==> src/hw/rtl/sml_ram.sv <==
module sml_ram #(
  parameter int WIDTH = 8,
  parameter int DEPTH = 64
) (
  input  logic                     clk,
  input  logic                     wr_en,
  input  logic [$clog2(DEPTH)-1:0] wr_addr,
  input  logic [WIDTH-1:0]         wr_data,
  input  logic [$clog2(DEPTH)-1:0] rd_addr,
  output logic [WIDTH-1:0]         rd_data
);

  logic [WIDTH-1:0] mem [DEPTH];

  always_ff @(posedge clk) begin
    if (wr_en) begin
      mem[wr_addr] <= wr_data;
    end
    rd_data <= mem[rd_addr];
  end

endmodule

==> config.mk <==
export PLATFORM = sky130hd
export DESIGN_NAME = sml_ram
export DESIGN_NICKNAME = d
export VERILOG_FILES = /design/src/hw/rtl/sml_ram.sv
export SDC_FILE = /design/constraint.sdc
export NUM_CORES = 1
export LEC_CHECK = 0
export BUFFER_PORTS_ARGS = -buffer_cell sky130_fd_sc_hd__buf_2
export CAP_MARGIN = 20
export CORE_ASPECT_RATIO = 1.4
export CORE_MARGIN = 8
export CORE_UTILIZATION = 55
export DETAILED_ROUTE_END_ITERATION = 10
export GPL_TIMING_DRIVEN = 0
export HOLD_SLACK_MARGIN = 0.1
export PLACE_DENSITY = 0.82
export SLEW_MARGIN = 10
export SYNTH_ARGS = -nofsm -noshare
export SYNTH_HDL_FRONTEND = slang
export SYNTH_SLANG_ARGS = --single-unit
==> constraint.sdc <==
create_clock -name clk -period 3.85 [get_ports clk]
set_clock_uncertainty 0.1 [all_clocks]
set_input_delay 0.385 -clock clk [delete_from_list [all_inputs] [get_ports clk]]
set_output_delay 0.385 -clock clk [all_outputs]
set_load 0.01 [all_outputs]
# --- After elaboration in Yosys (flattened, before gate mapping) ---
# Memory sizes are Yosys's and may differ from the RTL's. A register that Yosys moved wholly into a read port is not among the register bits.
# Index checks and enable logic that the tools add are counted.
# Widths: inputs -> output; s select.
word_totals:
  out_inout_bits: 8
  ramBits: 512
  memories: 1
  elab_cells: 3
  reg_bits: 0
  in_bits: 22
mem_list:
  columns: ["name", "words", "word_bits", "rd", "rd_ports_with_merged_regs", "write_ports", "line", "text"]
  rows:
  - ["mem", 64, 8, 1, 1, 1, "13", "logic [WIDTH-1:0] mem [DEPTH];"]
classes:
  mux: 2
op_table:
  columns: ["cell", "n"]
  rows:
  - ["$mux 1", 2]

# --- Logic depth before layout (Yosys ltp) ---
logic_depth:
  word_depth: 2
  depth_mapped: 9
  depth_no_buf: 5

# --- Least setup slack after synthesis ---
# OpenSTA, ideal clock, no wires.
synth_path:
  kind: "input-to-reg"
  startpoint: "input port rd_addr[1]"
  endpoint: "register rd_data[3] (read register of mem)"
  setup_ns: 0.128
  arrival_time_ns: 1.925
  slack_ns: 1.697
  required_time_ns: 3.622
  n_path_buf: 3
  cell_stages: 7
  path_cell_list: "buf_4 > buf_2 > buf_2 > mux4_2 > mux4_2 > o21ai_1 > o41ai_1"
synth_rtl:
  columns: ["item", "line", "text"]
  rows:
  - ["start: declaration", "9", "input logic [$clog2(DEPTH)-1:0] rd_addr,"]
  - ["end: declaration", "10", "output logic [WIDTH-1:0] rd_data"]

==> flow_summary.rst <==
.. list-table::
   :header-rows: 1

   * - Metric
     - Value
   * - GRT met2 Usage
     - 0.365
   * - Clock insertion delay at the later pin of the skew report
     - 560 ps
   * - Worst min-delay path startpoint
     - wr_data[7]
   * - Number of cells produced by synthesis
     - 940
   * - Number of antenna violations at the first check in global routing
     - 3
   * - I/O Buffers
     - 21
   * - Worst Path Arrival
     - 3150 ps
   * - CTS H-tree lvls
     - 2
   * - Total global routing track utilization
     - 0.222
   * - Unrepaired setup endpoints after global routing
     - false
   * - Most common cell in the netlist
     - sky130_fd_sc_hd__edfxtp_1
   * - Worst R2R End
     - rd_data[6]$_DFF_P_
   * - Status
     - complete, no violations
   * - Largest area contributor in the synthesized netlist
     - sky130_fd_sc_hd__edfxtp_1
   * - Share of the clock period used by the worst path
     - 0.741
   * - Number of enable flip-flop cells after synthesis
     - 512
   * - Sequential-to-total area share from yosys stat
     - 0.770
   * - Worst Path Max Fanout
     - 10
   * - Peak supply drop
     - 503 uV
   * - Setup tns final
     - 0 ps
   * - Total Wirelength
     - 47500 microns
   * - Die width
     - 178 microns
   * - Netlist Area Pre-Place
     - 20200 sq um
   * - Total of cells resized after clock tree synthesis
     - 0
   * - Share of async-settable or async-resettable flops after synthesis
     - 0
   * - Commonest cells in the synthesized netlist
     - sky130_fd_sc_hd__edfxtp_1, sky130_fd_sc_hd__mux4_2, sky130_fd_sc_hd__nor2_1
   * - Required time of the critical path
     - 4140 ps
   * - Root buffer selected by CTS
     - sky130_fd_sc_hd__clkbuf_16
   * - Average cell area after synthesis
     - 21.5 sq um
   * - Worst slew margin relative to its limit
     - 0.334
   * - Final min period
     - 2850 ps
   * - CTS Buffer Depth
     - 3
   * - Overall die area
     - 43100 sq um
   * - Num Clock Sinks
     - 520
   * - Power density normalized to cell area
     - 494 nW/um^2
   * - Std cell rows
     - 83
   * - Synth Register Bits
     - 520
   * - Highest-utilization routing layer at the global route stage
     - met2
   * - Largest net degree at the start of global routing
     - 65
   * - Maximum capacitance violations
     - 0
   * - Initial Util
     - 0.553
   * - Met3 Use GR
     - 0.0451
   * - Synthesis warning total
     - 0
   * - Fill cell instance count of the final layout
     - 2337
   * - Via/cell ratio
     - 6.78
   * - Fraction of layout instances using a drive strength above 1
     - 0.246
   * - Dominant cell type by count on the critical path
     - sky130_fd_sc_hd__buf_2
   * - Ports
     - 30
   * - Endpoint kind of the worst setup timing path
     - register
   * - Share of Yosys cell area claimed by the top area cell type
     - 0.762
   * - Vias in the first global route
     - 10400
   * - Die Height
     - 243 microns
   * - Met1 track demand over resource in global routing
     - 0.263
   * - Half-perimeter wire length after placement
     - 29400 microns
   * - Area overhead of the layout relative to synthesis
     - 10.8%
   * - Critical Path Start Type
     - primary input
   * - Net count after synthesis
     - 962
   * - Count of final max-slew check failures
     - 0
   * - Top cells by area in the synthesized netlist
     - sky130_fd_sc_hd__edfxtp_1, sky130_fd_sc_hd__mux4_2, sky130_fd_sc_hd__nor2_1, sky130_fd_sc_hd__mux2i_1, sky130_fd_sc_hd__dfxtp_1
   * - Drt first-iter violations
     - 1288
   * - Clock slew at reported path FFs
     - 70 ps
   * - Transition time at the pin with the least slew margin
     - 995 ps
   * - Hold Crit Depth
     - 1
   * - Worst-case reg-to-reg path depth
     - 5
   * - First-pass GRT wire length
     - 68700 microns
   * - Master of the slowest instance on the critical path
     - sky130_fd_sc_hd__clkbuf_1
   * - Number of hold violations in the final report
     - 0
   * - Number of clock buffers inserted by TritonCTS
     - 42
   * - Biggest cell delay along the critical path
     - 760 ps
   * - Reg2Reg Launch Point
     - mem[21][6]$_DFFE_PP_
   * - Maximum frequency from static timing analysis
     - 350 MHz
   * - Number of library cell types mapped by synthesis
     - 40
   * - GRT overflow
     - 0
   * - GPL Wtd Cong
     - 0.946
   * - DRC violations left
     - 0
   * - Setup slack on the worst flop-to-flop path
     - 1540 ps
   * - Leakage power figure
     - 6.93 nW
   * - Hold/Removal Path Class
     - primary input to register
   * - Setup-failing EPs final
     - 0
   * - Dominant register cell in the synthesized netlist
     - sky130_fd_sc_hd__edfxtp_1
   * - Worst Path Class, Setup
     - primary input to register
   * - Detail Route Antenna Nets
     - 0
   * - Clock tree from TritonCTS
     - yes
   * - Nets@finish
     - 1038
   * - Endpoint, Worst Hold
     - mem[50][7]$_DFFE_PP_
   * - Via total after detailed routing
     - 10300
   * - Crit path cell chain
     - buf_2 -> buf_4 -> clkbuf_1 -> buf_2 -> o221ai_1 -> o21a_1 -> o41ai_1
   * - Utilization of the core after routing
     - 0.613
   * - Floorplan Core Area
     - 36500 sq um
   * - Average routed wire per standard cell
     - 31.3 microns
   * - Detailed-router iteration count before antenna repair
     - 6
per-layer routing:
layer | vias up | routed length, microns | share of wire
li1 | 4073 | - | -
met1 | 5201 | 15800 | 0.33
met2 | 808 | 23700 | 0.50
met3 | 206 | 4600 | 0.097
met4 | 0 | 3420 | 0.072
met5 | - | 0 | 0
per-stage QoR:
stage / hold WS (ps) / instance area [sq um] / power (mW) / worst slack [ps] / std cells
2_1_floorplan: 384 / 20200 / 6.73 / 1700 / 940
3_3_place_gp: 658 / 20900 / 6.98 / 642 / 1428
3_5_place_dp: 655 / 20900 / 7.00 / 591 / 1429
4_1_cts: 307 / 22200 / 11.0 / 1070 / 1506
5_1_grt: 117 / 22300 / 11.3 / 907 / 1517
6_report: 120 / 22300 / 11.1 / 996 / 1518
power by group:
group | switching (mW) | total, mW | internal [mW]
Sequential | 0.0115 | 6.27 | 6.26
Clock | 1.91 | 4.14 | 2.23
Combinational | 0.403 | 0.640 | 0.238
cell families (layout without fill, tap and decap cells):
kind of cell    after synthesis  after routing  synth area share
flops                       520            520             0.770
other cells                   0              3                 0
compound gates               54             54            0.0207
simple gates                153            153            0.0339
buf+inv                      51            159            0.0157
mux                         162            162             0.159
flip-flops by register name, indices dropped and copies added (netlist names):
name	flops
mem	512
rd_data	8
area by class of cell:
class                   instances  area [sq um]  share of cell area
clock inverters                19           123             0.00549
clock buffers                  57          1180              0.0529
diodes                          3          7.51            0.000336
repair buffers                 32           285              0.0128
plain buffers                  51           317              0.0142
multi-input cells             369          4320               0.193
flip-flops and latches        520         15500               0.695
well taps                     467           584              0.0261
worst max-delay path by stage:
stage	start	to	slack, ps	cells past startpoint
final	rd_addr[2]	rd_data[3]$_DFF_P_	1000	7
after global routing	rd_addr[2]	rd_data[3]$_DFF_P_	910	7
after CTS	rd_addr[2]	rd_data[3]$_DFF_P_	1070	7
after detailed placement	rd_addr[2]	rd_data[3]$_DFF_P_	590	7
after global placement	rd_addr[2]	rd_data[7]$_DFF_P_	640	7
after floorplan	rd_addr[1]	rd_data[3]$_DFF_P_	1700	7
timing repair:
item,4_1_cts,5_1_grt
endpoints found under the hold margin,1,0
setup buffers,0,0
hold buffers,1,0
worst max-delay path, delay by kind of cell:
family / cells / cell delay (ps)
AO/OA/AOI/OAI: 3 / 980
buffers and inverters: 4 / 1750
cell usage in the layout (no fill, tap or decap), types with 7 or more instances in the layout:
master	instances
sky130_fd_sc_hd__mux2i_1	23
sky130_fd_sc_hd__clkbuf_1	28
sky130_fd_sc_hd__clkbuf_16	45
sky130_fd_sc_hd__nand2_1	19
sky130_fd_sc_hd__nor2b_1	14
sky130_fd_sc_hd__o22ai_1	8
sky130_fd_sc_hd__edfxtp_1	512
sky130_fd_sc_hd__nor2_1	83
sky130_fd_sc_hd__o221ai_1	8
sky130_fd_sc_hd__mux4_2	126
sky130_fd_sc_hd__nand2b_1	7
sky130_fd_sc_hd__buf_12	10
sky130_fd_sc_hd__buf_4	13
sky130_fd_sc_hd__nand3_1	13
sky130_fd_sc_hd__buf_2	34
sky130_fd_sc_hd__dfxtp_1	8
sky130_fd_sc_hd__clkinv_1	9
sky130_fd_sc_hd__nor3_1	7
sky130_fd_sc_hd__mux2_2	13
No activity file was read; power rests on OpenSTA's default activity.
