`config.mk`:
```
export PLATFORM = sky130hd
export DESIGN_NAME = sml_ctrl
export DESIGN_NICKNAME = d
export VERILOG_FILES = /design/src/hw/rtl/sml_pkg.sv /design/src/hw/rtl/sml_ctrl.sv
export SDC_FILE = /design/constraint.sdc
export NUM_CORES = 1
export LEC_CHECK = 0
export BUFFER_PORTS_ARGS = -buffer_cell sky130_fd_sc_hd__buf_2
export CAP_MARGIN = 20
export CORE_AREA = 10 10 189 191
export DETAILED_ROUTE_END_ITERATION = 8
export DIE_AREA = 0 0 199 201
export PLACE_DENSITY_LB_ADDON = 0.08
export SYNTH_ARGS = -nofsm -noshare
export SYNTH_HDL_FRONTEND = slang
export SYNTH_SLANG_ARGS = --single-unit
```
`constraint.sdc`:
```
create_clock -name clk -period 13.6 [get_ports clk]
set_input_delay 0.68 -clock clk [delete_from_list [all_inputs] [get_ports clk]]
set_output_delay 0.68 -clock clk [all_outputs]
set_load 0.05 [all_outputs]
```
`src/hw/rtl/sml_pkg.sv`:
```
package sml_pkg;

  localparam int CAPACITY = 64;
  localparam int KEY_W    = 32;
  localparam int CNT_W    = 32;
  localparam int AMT_W    = 16;
  localparam int ADDR_W   = $clog2(CAPACITY);
  localparam int LINK_W   = $clog2(CAPACITY + 1);

  localparam logic [LINK_W-1:0] NIL     = LINK_W'(CAPACITY);
  localparam logic [CNT_W-1:0]  CNT_MAX = '1;

  localparam logic [1:0] ACT_ADD        = 2'd0;
  localparam logic [1:0] ACT_REMOVE_ONE = 2'd1;
  localparam logic [1:0] ACT_REMOVE_N   = 2'd2;
  localparam logic [1:0] ACT_QUERY      = 2'd3;

  localparam logic [1:0] ST_OK         = 2'd0;
  localparam logic [1:0] ST_NOT_FOUND  = 2'd1;
  localparam logic [1:0] ST_FULL       = 2'd2;
  localparam logic [1:0] ST_BAD_AMOUNT = 2'd3;

  // one list node as stored in the node RAM
  typedef struct packed {
    logic [LINK_W-1:0]       link;
    logic [CNT_W-1:0]        count;
    logic signed [KEY_W-1:0] key;
  } entry_t;

  localparam int ENTRY_W = $bits(entry_t);

  // result of one item, status in the low bits
  typedef struct packed {
    logic             empty_res;
    logic [CNT_W-1:0] total;
    logic [CNT_W-1:0] count;
    logic [1:0]       status;
  } res_t;

  localparam int RES_W  = $bits(res_t);
  localparam int OUT_W  = ((RES_W + 7) / 8) * 8;

endpackage

```
`src/hw/rtl/sml_ctrl.sv`:
```
module sml_ctrl import sml_pkg::*; (
  input  logic                    clk,
  input  logic                    rst,
  input  logic                    in_valid,
  output logic                    in_ready,
  input  logic [1:0]              in_action,
  input  logic signed [KEY_W-1:0] in_key,
  input  logic [AMT_W-1:0]        in_amount,
  output logic                    res_valid,
  input  logic                    res_ready,
  output res_t                    res,
  output logic [ADDR_W-1:0]       rd_addr,
  input  entry_t                  rd_data,
  output logic                    wr_en,
  output logic [ADDR_W-1:0]       wr_addr,
  output entry_t                  wr_data
);

  localparam logic [2:0] S_IDLE     = 3'd0;
  localparam logic [2:0] S_WALK     = 3'd1;
  localparam logic [2:0] S_DECIDE   = 3'd2;
  localparam logic [2:0] S_ALLOC    = 3'd3;
  localparam logic [2:0] S_INSERT   = 3'd4;
  localparam logic [2:0] S_LINKPREV = 3'd5;
  localparam logic [2:0] S_FREECUR  = 3'd6;
  localparam logic [2:0] S_FIN      = 3'd7;

  logic [2:0]              state;
  logic [1:0]              act;
  logic signed [KEY_W-1:0] key;
  logic [AMT_W-1:0]        amount;
  logic [LINK_W-1:0]       prev;
  logic [LINK_W-1:0]       cur;
  entry_t                  prev_ent;
  entry_t                  cur_ent;
  logic [ADDR_W-1:0]       steps;
  logic                    found;
  logic [LINK_W-1:0]       first_node;
  logic [LINK_W-1:0]       free_head;
  logic [LINK_W-1:0]       fresh;
  logic [ADDR_W-1:0]       new_node;
  logic [CNT_W-1:0]        total;
  logic [1:0]              res_status;
  logic [CNT_W-1:0]        res_count;

  logic [CNT_W-1:0]  cnt_inc;
  logic [CNT_W-1:0]  total_inc;
  logic [CNT_W-1:0]  rm_amt;
  logic              rm_keep;
  logic [CNT_W-1:0]  rm_cnt;
  logic [CNT_W-1:0]  total_dec;
  logic [LINK_W-1:0] prev_link;

  assign in_ready  = (state == S_IDLE);
  assign res_valid = (state == S_FIN);

  assign res.status    = res_status;
  assign res.count     = res_count;
  assign res.total     = total;
  assign res.empty_res = (first_node == NIL);

  assign cnt_inc   = (cur_ent.count == CNT_MAX) ? cur_ent.count : cur_ent.count + 1'b1;
  assign total_inc = (total == CNT_MAX) ? total : total + 1'b1;
  assign rm_amt    = (act == ACT_REMOVE_ONE) ? CNT_W'(1) : CNT_W'(amount);
  assign rm_keep   = (cur_ent.count > rm_amt);
  assign rm_cnt    = rm_keep ? rm_amt : cur_ent.count;
  assign total_dec = (total > rm_cnt) ? total - rm_cnt : '0;
  // predecessor either gains the new node or skips the freed one
  assign prev_link = (act == ACT_ADD) ? LINK_W'(new_node) : cur_ent.link;

  // chase the link straight out of the read register: one node per cycle
  always_comb begin
    unique case (state)
      S_IDLE:   rd_addr = first_node[ADDR_W-1:0];
      S_WALK:   rd_addr = rd_data.link[ADDR_W-1:0];
      S_DECIDE: rd_addr = free_head[ADDR_W-1:0];
      default:  rd_addr = '0;
    endcase
  end

  always_comb begin
    wr_en   = 1'b0;
    wr_addr = cur[ADDR_W-1:0];
    wr_data = cur_ent;
    unique case (state)
      S_DECIDE: begin
        if (found) begin
          case (act) inside
            ACT_ADD: begin
              wr_en         = 1'b1;
              wr_data.count = cnt_inc;
            end
            ACT_REMOVE_ONE, ACT_REMOVE_N: begin
              wr_en         = rm_keep;
              wr_data.count = cur_ent.count - rm_amt;
            end
            default: ;
          endcase
        end
      end
      S_INSERT: begin
        wr_en         = 1'b1;
        wr_addr       = new_node;
        wr_data.link  = cur;
        wr_data.count = CNT_W'(1);
        wr_data.key   = key;
      end
      S_LINKPREV: begin
        wr_en        = (prev != NIL);
        wr_addr      = prev[ADDR_W-1:0];
        wr_data      = prev_ent;
        wr_data.link = prev_link;
      end
      S_FREECUR: begin
        wr_en        = 1'b1;
        wr_data.link = free_head;
      end
      default: ;
    endcase
  end

  always_ff @(posedge clk) begin
    if (rst) begin
      state      <= S_IDLE;
      first_node <= NIL;
      free_head  <= NIL;
      fresh      <= '0;
      total      <= '0;
      found      <= 1'b0;
    end else begin
      unique case (state)
        S_IDLE: begin
          if (in_valid) begin
            act        <= in_action;
            key        <= in_key;
            amount     <= in_amount;
            prev       <= NIL;
            cur        <= first_node;
            steps      <= '0;
            found      <= 1'b0;
            res_status <= ST_OK;
            res_count  <= '0;
            if (in_action == ACT_REMOVE_N && in_amount == '0) begin
              res_status <= ST_BAD_AMOUNT;
              state      <= S_FIN;
            end else if (first_node == NIL) begin
              state <= S_DECIDE;
            end else begin
              state <= S_WALK;
            end
          end
        end
        S_WALK: begin
          if (rd_data.key == key) begin
            found   <= 1'b1;
            cur_ent <= rd_data;
            state   <= S_DECIDE;
          end else if (rd_data.key > key) begin
            cur_ent <= rd_data;
            state   <= S_DECIDE;
          end else begin
            prev     <= cur;
            prev_ent <= rd_data;
            cur      <= rd_data.link;
            steps    <= steps + 1'b1;
            if (rd_data.link == NIL || steps == ADDR_W'(CAPACITY - 1)) begin
              state <= S_DECIDE;
            end
          end
        end
        S_DECIDE: begin
          state <= S_FIN;
          case (act) inside
            ACT_ADD: begin
              if (found) begin
                res_count <= cnt_inc;
                total     <= total_inc;
              end else if (free_head != NIL) begin
                new_node <= free_head[ADDR_W-1:0];
                state    <= S_ALLOC;
              end else if (fresh != NIL) begin
                new_node <= fresh[ADDR_W-1:0];
                fresh    <= fresh + 1'b1;
                state    <= S_INSERT;
              end else begin
                res_status <= ST_FULL;
              end
            end
            ACT_REMOVE_ONE, ACT_REMOVE_N: begin
              if (!found) begin
                res_status <= ST_NOT_FOUND;
              end else begin
                res_count <= rm_cnt;
                total     <= total_dec;
                if (!rm_keep) begin
                  state <= S_LINKPREV;
                end
              end
            end
            default: begin
              if (found) begin
                res_count <= cur_ent.count;
              end else begin
                res_status <= ST_NOT_FOUND;
              end
            end
          endcase
        end
        S_ALLOC: begin
          // pop the free list: the freed node holds the next free link
          free_head <= rd_data.link;
          state     <= S_INSERT;
        end
        S_INSERT: begin
          res_count <= CNT_W'(1);
          total     <= total_inc;
          state     <= S_LINKPREV;
        end
        S_LINKPREV: begin
          if (prev == NIL) begin
            first_node <= prev_link;
          end
          state <= (act == ACT_ADD) ? S_FIN : S_FREECUR;
        end
        S_FREECUR: begin
          free_head <= cur;
          state     <= S_FIN;
        end
        S_FIN: begin
          if (res_ready) begin
            state <= S_IDLE;
          end
        end
        default: state <= S_IDLE;
      endcase
    end
  end

endmodule

```
=== Word-level counts from Yosys, hierarchy flattened ===
Cells that the tools add are included.

* Register bits after elaboration: 302
* Output and inout port bits: 153
* Logic and storage cells: 167

* $add $sub $neg: 6
* Magnitude comparators: 3
* Eq/ne operators: 33
* Muxes and demuxes: 74
* Bitwise gates (word level): 5
* Reductions and logical operators: 26

{| class="wikitable"
|+ Operator list
! cell !! number
|-
| two-way mux 32 bit || 17
|-
| one-hot mux 32 bit (3 select lines) || 2
|-
| two-way mux 71 bit || 2
|-
| one-hot mux 32 bit (2 select lines) || 2
|-
| adder 32 x 1 -> 32 bit (second input constant) || 2
|-
| equality test 32 bit (second input constant) || 2
|-
| > comparator 32 bit || 2
|-
| two-way mux 7 bit || 7
|-
| one-hot mux 7 bit (2 select lines) || 3
|-
| equality test 32 bit || 1
|-
| > comparator 32 x 16 -> 1 bit || 1
|-
| subtractor 32 x 16 -> 32 bit || 1
|-
| subtractor 32 bit || 1
|-
| two-way mux 6 bit || 5
|-
| two-way mux 3 bit || 9
|-
| two-way mux 2 bit || 12
|-
| one-hot mux 3 bit (8 select lines) || 1
|-
| one-hot mux 6 bit (2 select lines) || 2
|-
| equality test 7 bit (second input constant) || 3
|-
| != test 7 bit (second input constant) || 3
|-
| one-hot mux 7 bit (3 select lines) || 1
|-
| one-hot mux 6 bit (3 select lines) || 1
|-
| logical NOT 16 bit || 1
|-
| two-way mux 16 bit || 1
|-
| 29 further kinds || 65
|}

=== Longest topological paths before layout ===
* Depth after elaboration: 10
* Mapped depth: 29

=== Worst setup path after synthesis ===
No wires, ideal clock.

* Path type: input-to-reg
* Start point: input port rd_data[5] in the netlist's numbering
* End point: register cur[0] (enable)
* Library setup time: 0.353 ns
* Arrival: 9.662 ns
* Data required time: 13.247 ns
* Path slack: 3.585 ns
* Stages on the path: 9
* Buffers on the path: 0
* Cell sequence: ha_1 > a21o_1 > a21o_1 > a21oi_1 > o22ai_1 > o32ai_1 > mux2_2 > nor4b_1 > or2_2

* Cells in the longest elaborated chain, start to end: 3
* Elaborated cells on any way between the ends: 5

{| class="wikitable"
|+ RTL lines
! element !! line !! RTL
|-
| start: declaration || sml_ctrl.sv:13 || <nowiki>input entry_t rd_data,</nowiki>
|-
| > comparator 32 bit or equality test 32 bit (tied branches) || sml_ctrl.sv:158, sml_ctrl.sv:154 ||
|-
| != test 2 bit (no line) || -- ||
|-
| AND reduction 5 bit (no line) * || -- ||
|-
| end signal: assignment || sml_ctrl.sv:138 || <nowiki>cur <= first_node;</nowiki>
|-
| end signal: assignment || sml_ctrl.sv:164 || <nowiki>cur <= rd_data.link;</nowiki>
|-
| end: declaration || sml_ctrl.sv:33 || <nowiki>logic [LINK_W-1:0] cur;</nowiki>
|}

Mark *: on every way between the ends. The rest lies on a longest branch, timed or not.
A chain may end at the register's enable or synchronous reset.

=== Worst setup path in the final report ===
* Start point: register act[1]
* End point: register total[30]

* Cells in the longest elaborated chain, start to end: 10
* Elaborated cells on any way between the ends: 18

{| class="wikitable"
|+ RTL lines
! element !! line !! RTL
|-
| start: declaration || sml_ctrl.sv:29 || <nowiki>logic [1:0] act;</nowiki>
|-
| start signal: assignment || sml_ctrl.sv:134 || <nowiki>act <= in_action;</nowiki>
|-
| equality test 2 x 1 -> 1 bit || sml_ctrl.sv:64 || <nowiki>assign rm_amt = (act == ACT_REMOVE_ONE) ? CNT_W'(1) : CNT_W'(amount);</nowiki>
|-
| two-way mux 16 bit || sml_ctrl.sv:64 ||
|-
| > comparator 32 x 16 -> 1 bit || sml_ctrl.sv:65 || <nowiki>assign rm_keep = (cur_ent.count > rm_amt);</nowiki>
|-
| two-way mux 32 bit || sml_ctrl.sv:66 || <nowiki>assign rm_cnt = rm_keep ? rm_amt : cur_ent.count;</nowiki>
|-
| subtractor 32 bit or > comparator 32 bit (tied branches) || sml_ctrl.sv:67 || <nowiki>assign total_dec = (total > rm_cnt) ? total - rm_cnt : '0;</nowiki>
|-
| two-way mux 32 bit || sml_ctrl.sv:67 ||
|-
| two-way mux 32 bit || sml_ctrl.sv:190 || <nowiki>if (!found) begin</nowiki>
|-
| two-way mux 32 bit (2 in series) || sml_ctrl.sv:173 || <nowiki>case (act) inside</nowiki>
|-
| one-hot mux 32 bit (2 select lines) || sml_ctrl.sv:131 || <nowiki>unique case (state)</nowiki>
|-
| end signal: assignment || sml_ctrl.sv:177 || <nowiki>total <= total_inc;</nowiki>
|-
| end signal: assignment || sml_ctrl.sv:194 || <nowiki>total <= total_dec;</nowiki>
|-
| end signal: assignment || sml_ctrl.sv:216 || <nowiki>total <= total_inc;</nowiki>
|-
| end: declaration || sml_ctrl.sv:42 || <nowiki>logic [CNT_W-1:0] total;</nowiki>
|}

Several ways; a longest one is shown, not always the timed one. The select of a mux whose other input is x is not followed.

==> flow_summary.yaml <==
placement:
  post-dp-hpwl_um: 44400
  finalWeightedCongestion: 0.970
  io_buffers: 277
power_and_ir_drop:
  switching_share: 0.426
  combPwrFrac: 0.399
  peakVddDrop_uv: 157
  p_leak_nw: 8.47
  power_density_nw_per_um2: 169
  p_seq_frac: 0.337
  p_switching_w: 0.00153
  clkPwrFrac: 0.265
  p_int_w: 0.00207
worst_setup_path:
  crit_path_start_kind: "flop"
  path_cells: "inv_1 -> ha_1 -> or2_2 -> ha_1 -> inv_1 -> fa_1 -> a211o_1 -> a211o_1 -> a221oi_2 -> o21ai_0 -> a21oi_4 -> buf_4 -> mux2i_1 -> ha_1 -> nand3_1 -> nor4_1 -> a221oi_2 -> a21boi_1 -> o21a_1 -> nand2_1 -> nor2_1 -> o2111a_1 -> a311o_1"
  crit_path_top_delay_cell: "nor2_1"
  crit_path_max_incr_delay_ns: 0.87
  cp.arrival_ns: 7.54
  cp_top_family: "compound AO/OA/AOI/OAI gates"
  cpMostUsedCell: "ha_1"
  worst-path-max-fanout: 38
  required_ns: 14.09
  critPathKind: "flop to flop"
  worstSetupEndpointType: "flop"
  cp_num_buf_inv: 3
  reg2regPathDepth: 23
  cp.depth: 23
logic_synthesis:
  ys.flop_type: "edfxtp_1"
  synth_seq_cells: 302
  synth_cell_types: 85
  ys_warn_count: 0
  synth_seq_area_share: 0.463
  synth.top_cell.area_share: 0.401
  synth_area_leader_cell: "edfxtp_1"
  syn_area_um2: 18400
  yosysMostFrequentCell: "edfxtp_1"
  async_flop_share: 0
  synth_cells: 1931
  avgSynthCellArea_um2: 9.50
  synth_commonest_cells: "245 x edfxtp_1, 210 x nor2_1, 192 x a21oi_1"
  yosys-top-cells-area: "edfxtp_1 40%, dfxtp_1 6.2%, ha_1 6.0%, a21oi_1 5.2%, nor2_1 4.3%"
  synth-edff-count: 245
floorplanning:
  die_y_um: 201
  ios: 278
  start_util: 0.573
  core_area_um2: 32000
  rows: 66
  die_w_um: 199
  die_area_um2: 40000
global_routing:
  grt_pass1_wl_um: 93400
  first_global_vias: 16000
  antenna_found_initial: 8
  overflow: 0
  grt_start_max_net_pins: 72
  grt.total_usage: 0.297
final_layout:
  fin_util: 0.665
  drive_gt1_frac: 0.182
  area_delta_synth_final_pct: 16.1
  final_net_count: 2392
  fillCellCount: 2650
clocking:
  cts.repair.resized: 0
  clockBufferDepth: 3
  htreeDepth: 2
  cts-root-buf: "clkbuf_16"
  cts.sinks: 302
  numCtsBuffers: 34
  cts.clk_slew.worst_paths_ns: 0.06
  tritoncts: "done"
  cts_setup_buffers: 0
  cts_hold_buf: 0
  insertion_delay_ns: 0.55
timing:
  grt_setup_unrepaired: "false"
  slew_violations: 0
  finalSetupTns_ns: 0
  hold_viol_final: 0
  setup_viol_count_final: 0
  fin_worst_skew_ns: 0.0255
  post-route-period-util: 0.518
  period_needed_ns: 7.04
  fmax_mhz: 142
  slew_headroom: 0.261
  tightest_slew_ns: 1.11
drt:
  wl_per_cell_um: 23.3
  dr.pass1.iters: 6
  initialDrtViolationCount: 1945
  postRouteAntennaNets: 0
  drc: 0
  vias_per_cell: 6.42
  drt_wl_total_um: 61000
  dr_total_vias: 16800
flow_run:
  drv_cap: 0
status:
  status: "complete, no violations"
hold_path:
  min_path_cells: 1
  hold_class: "input pin to flop"
==> cell usage in the layout (no fill, tap or decap), types with 33 or more instances in the layout <==
cell	n
buf_2	277
nor2_1	207
dfxtp_1	56
a21oi_1	191
inv_1	70
nand2_1	177
o21ai_0	111
ha_1	87
a21o_1	42
nand4_1	36
edfxtp_1	245
nand3_1	60
mux2i_1	63
xnor2_1	33
clkbuf_16	36
==> per-stage QoR <==
step | cells | hold WS, ns | cell area, um^2 | setup WS, ns | total power [W]
after floorplan | 1946 | 0.469 | 18400 | 3.58 | 0.00222
after global placement | 2548 | 0.491 | 20100 | 6.93 | 0.00263
after detailed placement | 2548 | 0.498 | 20100 | 6.67 | 0.00264
after CTS | 2610 | 0.283 | 21300 | 6.64 | 0.00359
after global routing | 2613 | 0.293 | 21300 | 5.95 | 0.00375
final | 2616 | 0.301 | 21300 | 6.56 | 0.00360
==> worst reg2reg max path: cells and delay by family (launching register included) <==
family | cells | cell delay (ns)
DFF | 1 | 0.40
and+or+nand+nor | 5 | 2.02
adders and majority gates | 4 | 1.48
muxes | 1 | 0.18
buffers and inverters | 3 | 0.55
AOI/OAI and AO/OA | 10 | 2.40
==> cells by family after synthesis <==
family / after synthesis / synth area share
compound gates: 556 / 0.192
xor+xnor: 60 / 0.0286
fa+ha+maj: 90 / 0.0622
buf+inv: 180 / 0.0390
flops: 302 / 0.463
mux: 65 / 0.0356
other cells: 1 / 0.000204
simple gates: 677 / 0.180
==> cell type report <==
type	count	area, um^2	share of cell area
clock inverter	24	234	0.0110
tap	408	510	0.0240
timing repair buffer	304	1600	0.0752
antenna	5	12.5	0.000587
sequential	302	8500	0.399
multi-input combinational	1464	9260	0.434
clock buffer	38	928	0.0436
inverter	71	267	0.0125
==> worst paths after layout <==
check                              from                endpoint  slack [ns]
setup / recovery       act[1]$_DFFE_PP_  total[30]$_SDFFE_PP0P_        6.56
hold / removal               in_key[28]       key[28]$_DFFE_PP_        0.30
setup reg to reg       act[1]$_DFFE_PP_  total[30]$_SDFFE_PP0P_        6.56
hold reg to reg   fresh[6]$_SDFFE_PP0P_   fresh[6]$_SDFFE_PP0P_        0.52
==> power groups by stage <==
| stage | logic, W | clock network [W] | registers [W] |
|---|---|---|---|
| floorplan | 0.000926 | 0 | 0.00130 |
| global placement | 0.00140 | 0 | 0.00123 |
| detailed placement | 0.00141 | 0 | 0.00123 |
| CTS | 0.00142 | 0.000961 | 0.00121 |
| global route | 0.00153 | 0.000999 | 0.00122 |
| finish | 0.00144 | 0.000952 | 0.00121 |
==> sequential cells by signal, indices dropped and copies added (netlist names) <==
| signal | count |
|---|---|
| res_count | 32 |
| key | 32 |
| fresh | 7 |
| new_node | 6 |
| steps | 6 |
| found | 1 |
| total | 32 |
| cur_ent | 71 |
| first_node | 7 |
| res_status | 2 |
| cur | 7 |
| act | 2 |
| prev | 7 |
| state | 3 |
| prev_ent | 64 |
| amount | 16 |
| free_head | 7 |
==> per-layer routing <==
layer  share of wire  track usage
met5         0.00097            0
met4           0.028       0.0883
met3            0.11       0.0689
met2            0.46        0.473
met1            0.40        0.395
Power figures use the tool's default switching activity.
